## src/hdl/square_code_transposition_cipher_macros.svh

```systemverilog
// Assertion macros for the square code transposition cipher.
// Included by the files that check their own logic; depends on nothing.
`ifndef SQUARE_CODE_TRANSPOSITION_CIPHER_MACROS_SVH
`define SQUARE_CODE_TRANSPOSITION_CIPHER_MACROS_SVH
`ifndef NO_ASSERTIONS
`define SCTC_ASSERT_SAME(lbl, ck, rn, ante, cons) \
	lbl: assert property (@(posedge ck) disable iff (!rn) (ante) |-> (cons)) \
		else $error("sctc assertion failed");
`define SCTC_ASSERT_NEXT(lbl, ck, rn, ante, cons) \
	lbl: assert property (@(posedge ck) disable iff (!rn) (ante) |=> (cons)) \
		else $error("sctc assertion failed");
`else
`define SCTC_ASSERT_SAME(lbl, ck, rn, ante, cons)
`define SCTC_ASSERT_NEXT(lbl, ck, rn, ante, cons)
`endif
`endif

```

## src/hdl/sctc_pkg.sv

```systemverilog
// Shared types and constants of the square code transposition cipher.
// Used by the controller, the datapath and the top level.
package sctc_pkg;

	localparam int MAX_LETTERS_DEF = 63;
	localparam int OUT_LIMIT       = 64;
	localparam logic [7:0] PAD_CHAR   = 8'h23;
	localparam logic [7:0] EMPTY_CHAR = 8'h00;

	typedef enum logic [2:0] {
		ST_IDLE,
		ST_SIZE,
		ST_READ,
		ST_LOAD,
		ST_EMPTY
	} state_t;

	typedef struct packed {
		logic accept;
		logic size;
		logic read;
		logic load;
		logic load_empty;
		logic clear;
	} cmd_t;

	typedef struct packed {
		logic empty;
		logic walk_last;
		logic out_free;
	} status_t;

endpackage

```

## src/hdl/sctc_ram.sv

```systemverilog
// Generic single-write, single-read memory with a registered read port.
// Stands alone; used for the letter store.
module sctc_ram #(
	parameter int WIDTH = 8,
	parameter int DEPTH = 64
) (
	input  logic                                       clk,
	input  logic                                       we,
	input  logic [$clog2(DEPTH > 1 ? DEPTH : 2)-1:0]   waddr,
	input  logic [WIDTH-1:0]                           wdata,
	input  logic                                       re,
	input  logic [$clog2(DEPTH > 1 ? DEPTH : 2)-1:0]   raddr,
	output logic [WIDTH-1:0]                           rdata
);

	logic [WIDTH-1:0] mem_q [DEPTH];

	always_ff @(posedge clk) begin
		if (we) begin
			mem_q[waddr] <= wdata;
		end
		if (re) begin
			rdata <= mem_q[raddr];
		end
	end

endmodule

```

## src/hdl/sctc_ctrl.sv

```systemverilog
// Controller state machine of the square code transposition cipher.
// Depends on sctc_pkg; drives the datapath through cmd_t and reads status_t.
module sctc_ctrl import sctc_pkg::*; (
	input  logic    clk,
	input  logic    arst_n,
	input  logic    in_valid,
	input  logic    in_last,
	output logic    in_ready,
	input  status_t st,
	output cmd_t    cmd
);

	state_t state_q, state_d;

	always_ff @(posedge clk or negedge arst_n) begin
		if (!arst_n) begin
			state_q <= ST_IDLE;
		end else begin
			state_q <= state_d;
		end
	end

	always_comb begin
		state_d  = state_q;
		cmd      = '0;
		in_ready = 1'b0;
		case (state_q)
			ST_IDLE: begin
				in_ready   = 1'b1;
				cmd.accept = in_valid;
				if (in_valid && in_last) begin
					state_d = ST_SIZE;
				end
			end
			ST_SIZE: begin
				if (st.empty) begin
					state_d = ST_EMPTY;
				end else begin
					cmd.size = 1'b1;
					state_d  = ST_READ;
				end
			end
			ST_READ: begin
				cmd.read = 1'b1;
				state_d  = ST_LOAD;
			end
			ST_LOAD: begin
				if (st.out_free) begin
					cmd.load = 1'b1;
					if (st.walk_last) begin
						cmd.clear = 1'b1;
						state_d   = ST_IDLE;
					end else begin
						state_d = ST_READ;
					end
				end
			end
			ST_EMPTY: begin
				if (st.out_free) begin
					cmd.load_empty = 1'b1;
					cmd.clear      = 1'b1;
					state_d        = ST_IDLE;
				end
			end
			default: begin
				state_d = ST_IDLE;
			end
		endcase
	end

endmodule

```

## src/hdl/sctc_datapath.sv

```systemverilog
// Datapath of the square code transposition cipher: letter store, grid
// sizing, column walk and output register. Depends on sctc_pkg and sctc_ram.
module sctc_datapath import sctc_pkg::*; #(
	parameter int MAX_LETTERS = MAX_LETTERS_DEF
) (
	input  logic       clk,
	input  logic       arst_n,
	input  cmd_t       cmd,
	output status_t    st,
	input  logic [7:0] char_in,
	input  logic       out_ready,
	output logic       out_valid,
	output logic [7:0] out_char,
	output logic       out_last,
	output logic       no_letters,
	output logic       overflowed
);

	localparam int CW  = $clog2(MAX_LETTERS + 1);
	localparam int AW  = $clog2(MAX_LETTERS > 1 ? MAX_LETTERS : 2);
	localparam int SW  = CW / 2 + 1;
	localparam int LW  = SW + 1;
	localparam int QW  = CW + 2;
	localparam int KW  = $clog2(OUT_LIMIT);

	logic [CW-1:0] count_q;
	logic [SW-1:0] root_q;
	logic [QW-1:0] prod_q;
	logic [QW-1:0] sq_q;
	logic          ovf_q;
	logic [LW-1:0] cols_q, rows_q, col_q, row_q;
	logic [QW-1:0] cell_q;
	logic [KW-1:0] k_q;
	logic          out_valid_q;
	logic [7:0]    out_char_q;
	logic          out_last_q, no_letters_q, overflowed_q;

	logic          is_letter, store_full, do_store, cell_in_text;
	logic [7:0]    lower;
	logic [CW-1:0] count_nx;
	logic [7:0]    rdata;
	logic [7:0]    cell_char;
	logic [LW-1:0] rows_calc;

	assign is_letter  = ((char_in >= 8'h41) && (char_in <= 8'h5A)) ||
	                    ((char_in >= 8'h61) && (char_in <= 8'h7A));
	assign lower      = char_in | 8'h20;
	assign store_full = (count_q == CW'(MAX_LETTERS));
	assign do_store   = cmd.accept && is_letter && !store_full;
	assign count_nx   = count_q + CW'(1);

	assign cell_in_text = (cell_q < QW'(count_q));
	assign cell_char    = cell_in_text ? rdata : PAD_CHAR;
	assign rows_calc    = (QW'(count_q) <= prod_q) ? LW'(root_q) : LW'(root_q) + LW'(1);

	sctc_ram #(
		.WIDTH(8),
		.DEPTH(MAX_LETTERS)
	) u_store (
		.clk  (clk),
		.we   (do_store),
		.waddr(count_q[AW-1:0]),
		.wdata(lower),
		.re   (cmd.read && cell_in_text),
		.raddr(cell_q[AW-1:0]),
		.rdata(rdata)
	);

	// The integer root of the count is kept up to date as letters arrive.
	always_ff @(posedge clk or negedge arst_n) begin
		if (!arst_n) begin
			count_q <= '0;
			root_q  <= '0;
			prod_q  <= '0;
			sq_q    <= QW'(1);
			ovf_q   <= 1'b0;
		end else if (cmd.clear) begin
			count_q <= '0;
			root_q  <= '0;
			prod_q  <= '0;
			sq_q    <= QW'(1);
			ovf_q   <= 1'b0;
		end else if (cmd.accept && is_letter) begin
			if (store_full) begin
				ovf_q <= 1'b1;
			end else begin
				count_q <= count_nx;
				if (QW'(count_nx) == sq_q) begin
					root_q <= root_q + SW'(1);
					prod_q <= sq_q + QW'(root_q) + QW'(1);
					sq_q   <= sq_q + QW'({root_q, 1'b0}) + QW'(3);
				end
			end
		end
	end

	always_ff @(posedge clk) begin
		if (cmd.size) begin
			cols_q <= LW'(root_q) + LW'(1);
			rows_q <= rows_calc;
			col_q  <= '0;
			row_q  <= '0;
			cell_q <= '0;
			k_q    <= '0;
		end else if (cmd.load) begin
			k_q <= k_q + KW'(1);
			if (row_q == rows_q - LW'(1)) begin
				row_q  <= '0;
				col_q  <= col_q + LW'(1);
				cell_q <= QW'(col_q) + QW'(1);
			end else begin
				row_q  <= row_q + LW'(1);
				cell_q <= cell_q + QW'(cols_q);
			end
		end
	end

	assign st.empty     = (count_q == '0);
	assign st.walk_last = (k_q == KW'(OUT_LIMIT - 1)) ||
	                      ((col_q == cols_q - LW'(1)) && (row_q == rows_q - LW'(1)));
	assign st.out_free  = !out_valid_q || out_ready;

	always_ff @(posedge clk or negedge arst_n) begin
		if (!arst_n) begin
			out_valid_q <= 1'b0;
		end else if (cmd.load || cmd.load_empty) begin
			out_valid_q <= 1'b1;
		end else if (out_ready) begin
			out_valid_q <= 1'b0;
		end
	end

	always_ff @(posedge clk) begin
		if (cmd.load) begin
			out_char_q   <= cell_char;
			out_last_q   <= st.walk_last;
			no_letters_q <= 1'b0;
			overflowed_q <= ovf_q;
		end else if (cmd.load_empty) begin
			out_char_q   <= EMPTY_CHAR;
			out_last_q   <= 1'b1;
			no_letters_q <= 1'b1;
			overflowed_q <= ovf_q;
		end
	end

	assign out_valid  = out_valid_q;
	assign out_char   = out_char_q;
	assign out_last   = out_last_q;
	assign no_letters = no_letters_q;
	assign overflowed = overflowed_q;

endmodule

```

## src/hdl/square_code_transposition_cipher.sv

```systemverilog
// Top level of the square code transposition cipher.
// Depends on sctc_pkg, sctc_ctrl, sctc_datapath and the assertion macro header.
`include "square_code_transposition_cipher_macros.svh"

// Message bytes enter one per cycle while no cipher bytes are produced; letters
// are folded to lower case and stored, up to MAX_LETTERS of them, and other
// bytes are dropped. The byte with tlast set closes the message: the grid is
// sized, then each cipher byte takes a registered read of the letter memory
// and then a load of the output register, which waits while the output
// stalls, so a message of n letters gives r*c bytes (at most 64).
// A message without letters gives one byte with the empty flag.
// No input is taken while the cipher bytes are produced; the last cipher byte
// may still wait in the output register while the next message loads.
module square_code_transposition_cipher import sctc_pkg::*; #(
	parameter int MAX_LETTERS = MAX_LETTERS_DEF
) (
	input  logic       clk,
	input  logic       arst_n,
	input  logic       s_axis_tvalid,
	output logic       s_axis_tready,
	input  logic [7:0] s_axis_tdata,   // [7:0] char_in
	input  logic       s_axis_tlast,
	output logic       m_axis_tvalid,
	input  logic       m_axis_tready,
	output logic [7:0] m_axis_tdata,   // [7:0] out_char
	output logic       m_axis_tlast,
	output logic [1:0] m_axis_tuser    // [0] no_letters, [1] overflowed
);

	cmd_t    cmd;
	status_t st;

	sctc_ctrl u_ctrl (
		.clk     (clk),
		.arst_n  (arst_n),
		.in_valid(s_axis_tvalid),
		.in_last (s_axis_tlast),
		.in_ready(s_axis_tready),
		.st      (st),
		.cmd     (cmd)
	);

	sctc_datapath #(
		.MAX_LETTERS(MAX_LETTERS)
	) u_datapath (
		.clk       (clk),
		.arst_n    (arst_n),
		.cmd       (cmd),
		.st        (st),
		.char_in   (s_axis_tdata),
		.out_ready (m_axis_tready),
		.out_valid (m_axis_tvalid),
		.out_char  (m_axis_tdata),
		.out_last  (m_axis_tlast),
		.no_letters(m_axis_tuser[0]),
		.overflowed(m_axis_tuser[1])
	);

	`SCTC_ASSERT_SAME(a_load_free, clk, arst_n, cmd.load || cmd.load_empty, st.out_free)
	`SCTC_ASSERT_SAME(a_no_input_walk, clk, arst_n, s_axis_tready, !(cmd.load || cmd.read))
	`SCTC_ASSERT_SAME(a_empty_last, clk, arst_n, m_axis_tvalid && m_axis_tuser[0], m_axis_tlast)
	`SCTC_ASSERT_NEXT(a_read_then_load, clk, arst_n, cmd.read, !s_axis_tready && !cmd.read)

endmodule

```

## config.mk

```make
export PLATFORM = sky130hd
export DESIGN_NAME = square_code_transposition_cipher
export DESIGN_NICKNAME = d
export VERILOG_FILES = /design/src/hdl/sctc_pkg.sv /design/src/hdl/sctc_ram.sv /design/src/hdl/sctc_ctrl.sv /design/src/hdl/sctc_datapath.sv /design/src/hdl/square_code_transposition_cipher.sv
export VERILOG_INCLUDE_DIRS = /design/src /design/src/hdl
export SDC_FILE = /design/constraint.sdc
export NUM_CORES = 1
export LEC_CHECK = 0
export BUFFER_PORTS_ARGS = -buffer_cell sky130_fd_sc_hd__buf_4
export CORE_MARGIN = 2
export CORE_UTILIZATION = 55
export CTS_CLUSTER_DIAMETER = 60
export DETAILED_ROUTE_END_ITERATION = 8
export HOLD_SLACK_MARGIN = 0.15
export PLACE_DENSITY = 0.7
export RECOVER_POWER = 100
export SETUP_SLACK_MARGIN = 0.2
export SLEW_MARGIN = 5
export SYNTH_ARGS = -nofsm -noshare
export SYNTH_HDL_FRONTEND = slang
export SYNTH_SLANG_ARGS = --single-unit
```

## constraint.sdc

```tcl
create_clock -name clk -period 4.3 [get_ports clk]
set_input_delay 0.86 -clock clk [delete_from_list [all_inputs] [get_ports clk]]
set_output_delay 0.86 -clock clk [all_outputs]
set_load 0.05 [all_outputs]
```

==> run summary <==
total number of vias: 11600
CP required: 4.61 ns
Synth cell types: 59
TritonCTS clock tree: built
final hold viol count: 0
Util after Layout: 0.618
Fin Setup TNS: 0 ns
Fmax achieved: 0.279 GHz
Post-synth EDFFs: 468
Layout Nets: 1415
fin crit period: 3.59 ns
Initial Util: 0.555
Max Root-Sink Buffers: 3
TritonCTS Sinks: 524
Detailed Route Iter0 Violations: 1012
First-pass DRT Iterations: 5
Post-Syn Instances: 1255
top cells by area, synth: edfxtp_1 (64%), mux4_2 (13%), dfrtp_1 (3.4%)
Primary FF master, synth: edfxtp_1
final max-slew violation count: 468
cell area after synthesis: 22000 um2
largest net degree at the start of global routing: 64
DRC Markers: 0
switching share of total power: 0.288
Cell Pwr Density: 553 nW/um2
Seq/Total Area, Yosys: 0.698
hold depth: 0
met2 WL: 22900 um
initial antenna violation count: 0
ratio of cells with drive above 1 in the final layout: 0.165
hold_buf cts: 0
met3 wire length: 3190 um
I/O pins: 26
Die W: 204 um
Core Region: 39500 um2
Post-CTS Setup Bufs: 0
Int Pwr: 9610 uW
Routability Congestion: 0.825
post-synth top area share: 0.640
worst slew pin tran: 2.97 ns
number of max-cap violations: 8
wire per inst: 24.5 um
outcome: complete, but fails checks
gr ovfl total: 0
commonest non-fill, non-tap cell in the layout: edfxtp_1
vias per cell: 6.01
Routed Antenna Nets: 0
wl on met1: 20100 um
clock group share of total power: 0.319
Setup-failing EPs final: 0
hold_sp: u_datapath.ovf_q$_DFFE_PN0P_
clk slew on worst S/H paths: 0.07 ns
Hold Path Class: reg2reg
worst r2r path cells: 5
critical path type: reg2reg
post-CTS sizing: 0
Reg power frac: 0.455
DR top layer: met4
worst-path fanout max: 33
number of global-route vias before repair: 11700
failing checks: capacitance limit, slew limit
crit path DAT: 3.90 ns
first-pass GRT wire length: 72200 um
Sw Pwr: 3900 uW
Worst Skew: 0.0171 ns
RSZ-0062 raised after global routing: false
# fillers: 2877
FF-to-FF setup slack: 0.71 ns
crit end category: register
P_leak: 0.00813 uW
die area: 41500 um2
commonest cells after routing, fill and taps aside: edfxtp_1 (468), mux4_2 (131), nor2_1 (123)
Synth area leader: edfxtp_1
CP Launch Type: register
fin crit share: 0.835
number of port buffers: 24
Yosys reg bits: 524
Final WS setup: 0.711 ns
Max VDD drop: 0.000322 V
drt total wl: 47200 um
main combinational cell family by area after synthesis: multiplexers
Std-Cell Rows: 73
Slew Limit Headroom: -0.983
clock root buffer: clkbuf_16
Worst Hold End: u_datapath.overflowed$_DFFE_PP_
Die Ht: 204 um
Logic pwr share: 0.225
CTS Buf Count: 54
crit path launch: u_datapath.cell_q[0]$_SDFFE_PP0P_
R2R Path Start: u_datapath.cell_q[0]$_SDFFE_PP0P_
DP Worst Slack: 0.907 ns
hpwl dp: 29500 um
syn_area_per_cell: 17.5 um2
RR Endpoint: u_datapath.u_store.rdata[3]$_DFFE_PP_
Simple-Gate Fraction of Synth Area: 0.0599
post-synthesis net count: 1308
XOR/XNOR share of the synthesized area: 0.0214
fraction of the mapped netlist area in adder cells: 0.0238
H-tree Lvls: 2
All-Layer GR Usage: 0.237
Layout area overhead: 11.3%
Yosys warnings: 0
Power, Total: 13500 uW
Ant. Diodes: 0
Clock Latency Late Sink: 0.59 ns
post-synthesis compound-gate area fraction: 0.0309
Synth async-reset ratio: 0.0592
mux share of post-synthesis cell area: 0.146
-- flip-flops by register name (all words and copies together) (netlist names), 3 cells and up --
name                      cells
u_ctrl.state_q                3
u_datapath.u_store.mem_q    441
u_datapath.out_char           8
u_datapath.row_q              5
u_datapath.cols_q             5
u_datapath.root_q             4
u_datapath.cell_q             8
u_datapath.prod_q             8
u_datapath.k_q                6
u_datapath.u_store.rdata      7
u_datapath.rows_q             5
u_datapath.sq_q               8
u_datapath.count_q            6
u_datapath.col_q              5
-- through the flow --
step           hold WS [ns]  instance area, um2  instances
2_1_floorplan         0.426               22000       1255
3_3_place_gp          0.461               23200       1831
3_5_place_dp          0.462               23200       1831
4_1_cts               0.184               24800       1929
5_1_grt               0.494               24400       1929
6_report              0.478               24400       1929
-- synth_stat cells, types with 6 or more instances --
master    number
edfxtp_1     468
mux4_2       131
nor2_1       123
nand2_1       51
ha_1          37
a21oi_1       34
inv_1         33
dfrtp_1       30
clkbuf_1      28
xnor2_1       28
dfxtp_1       25
mux2i_1       25
nand3_1       23
o21ai_0       23
xor2_1        23
nor3_1        20
a211oi_1      16
buf_2         15
nor2b_1       15
buf_1         10
nand4_1       10
nand2b_1       8
buf_4          6
-- power by group through the flow --
stage / logic, uW / registers [uW] / clock network, uW
3_5_place_dp: 3110 / 6260 / 0
5_1_grt: 3270 / 6190 / 4600
2_1_floorplan: 2230 / 6140 / 0
6_report: 3040 / 6150 / 4320
4_1_cts: 3130 / 6150 / 4400
3_3_place_gp: 3070 / 6260 / 0
-- layer usage --
| layer | vias up | global-route usage |
|---|---|---|
| met1 | 5989 | 0.343 |
| met2 | 402 | 0.373 |
| met4 | 0 | 0.0673 |
| met5 | - | 0 |
| li1 | 5146 | - |
| met3 | 65 | 0.0433 |
-- cells by family (layout without fill, tap and decap cells) --
group           Yosys count  after routing
xor+xnor                 52             52
compound gates          104            104
simple gates            281            281
mux                     157            157
flops                   524            524
buf+inv                  97            246
fa+ha+maj                40             40
-- worst max-delay path: stages (launching register included) --
cell	delay, ns
dfxtp_2	1.14
buf_4	0.39
mux4_2	0.57
mux4_2	0.51
a211oi_1	0.51
a21oi_1	0.14
-- area by class of cell --
cell class	instances	area, um2	share of cell area
Inverter	35	131	0.00537
Timing Repair Buffer	113	510	0.0209
Sequential cell	524	15300	0.627
Multi-Input combinational cell	634	6190	0.253
Clock buffer	69	1410	0.0576
Clock inverter	29	215	0.00880
Tap cell	525	657	0.0269
-- worst max path at each step --
stage / endpoint / slack [ns] / cells after the start
finish: u_datapath.u_store.rdata[3]$_DFFE_PP_ / 0.71 / 5
global route: u_datapath.u_store.rdata[2]$_DFFE_PP_ / 0.48 / 5
CTS: u_datapath.sq_q[2]$_DFFE_PN0P_ / 1.03 / 9
detailed placement: u_datapath.u_store.mem_q[35][3]$_DFFE_PP_ / 0.91 / 7
global placement: u_datapath.u_store.mem_q[43][5]$_DFFE_PP_ / 0.96 / 7
floorplan: u_datapath.u_store.mem_q[18][0]$_DFFE_PP_ / 1.61 / 5
No activity file was read; power rests on OpenSTA's default activity.
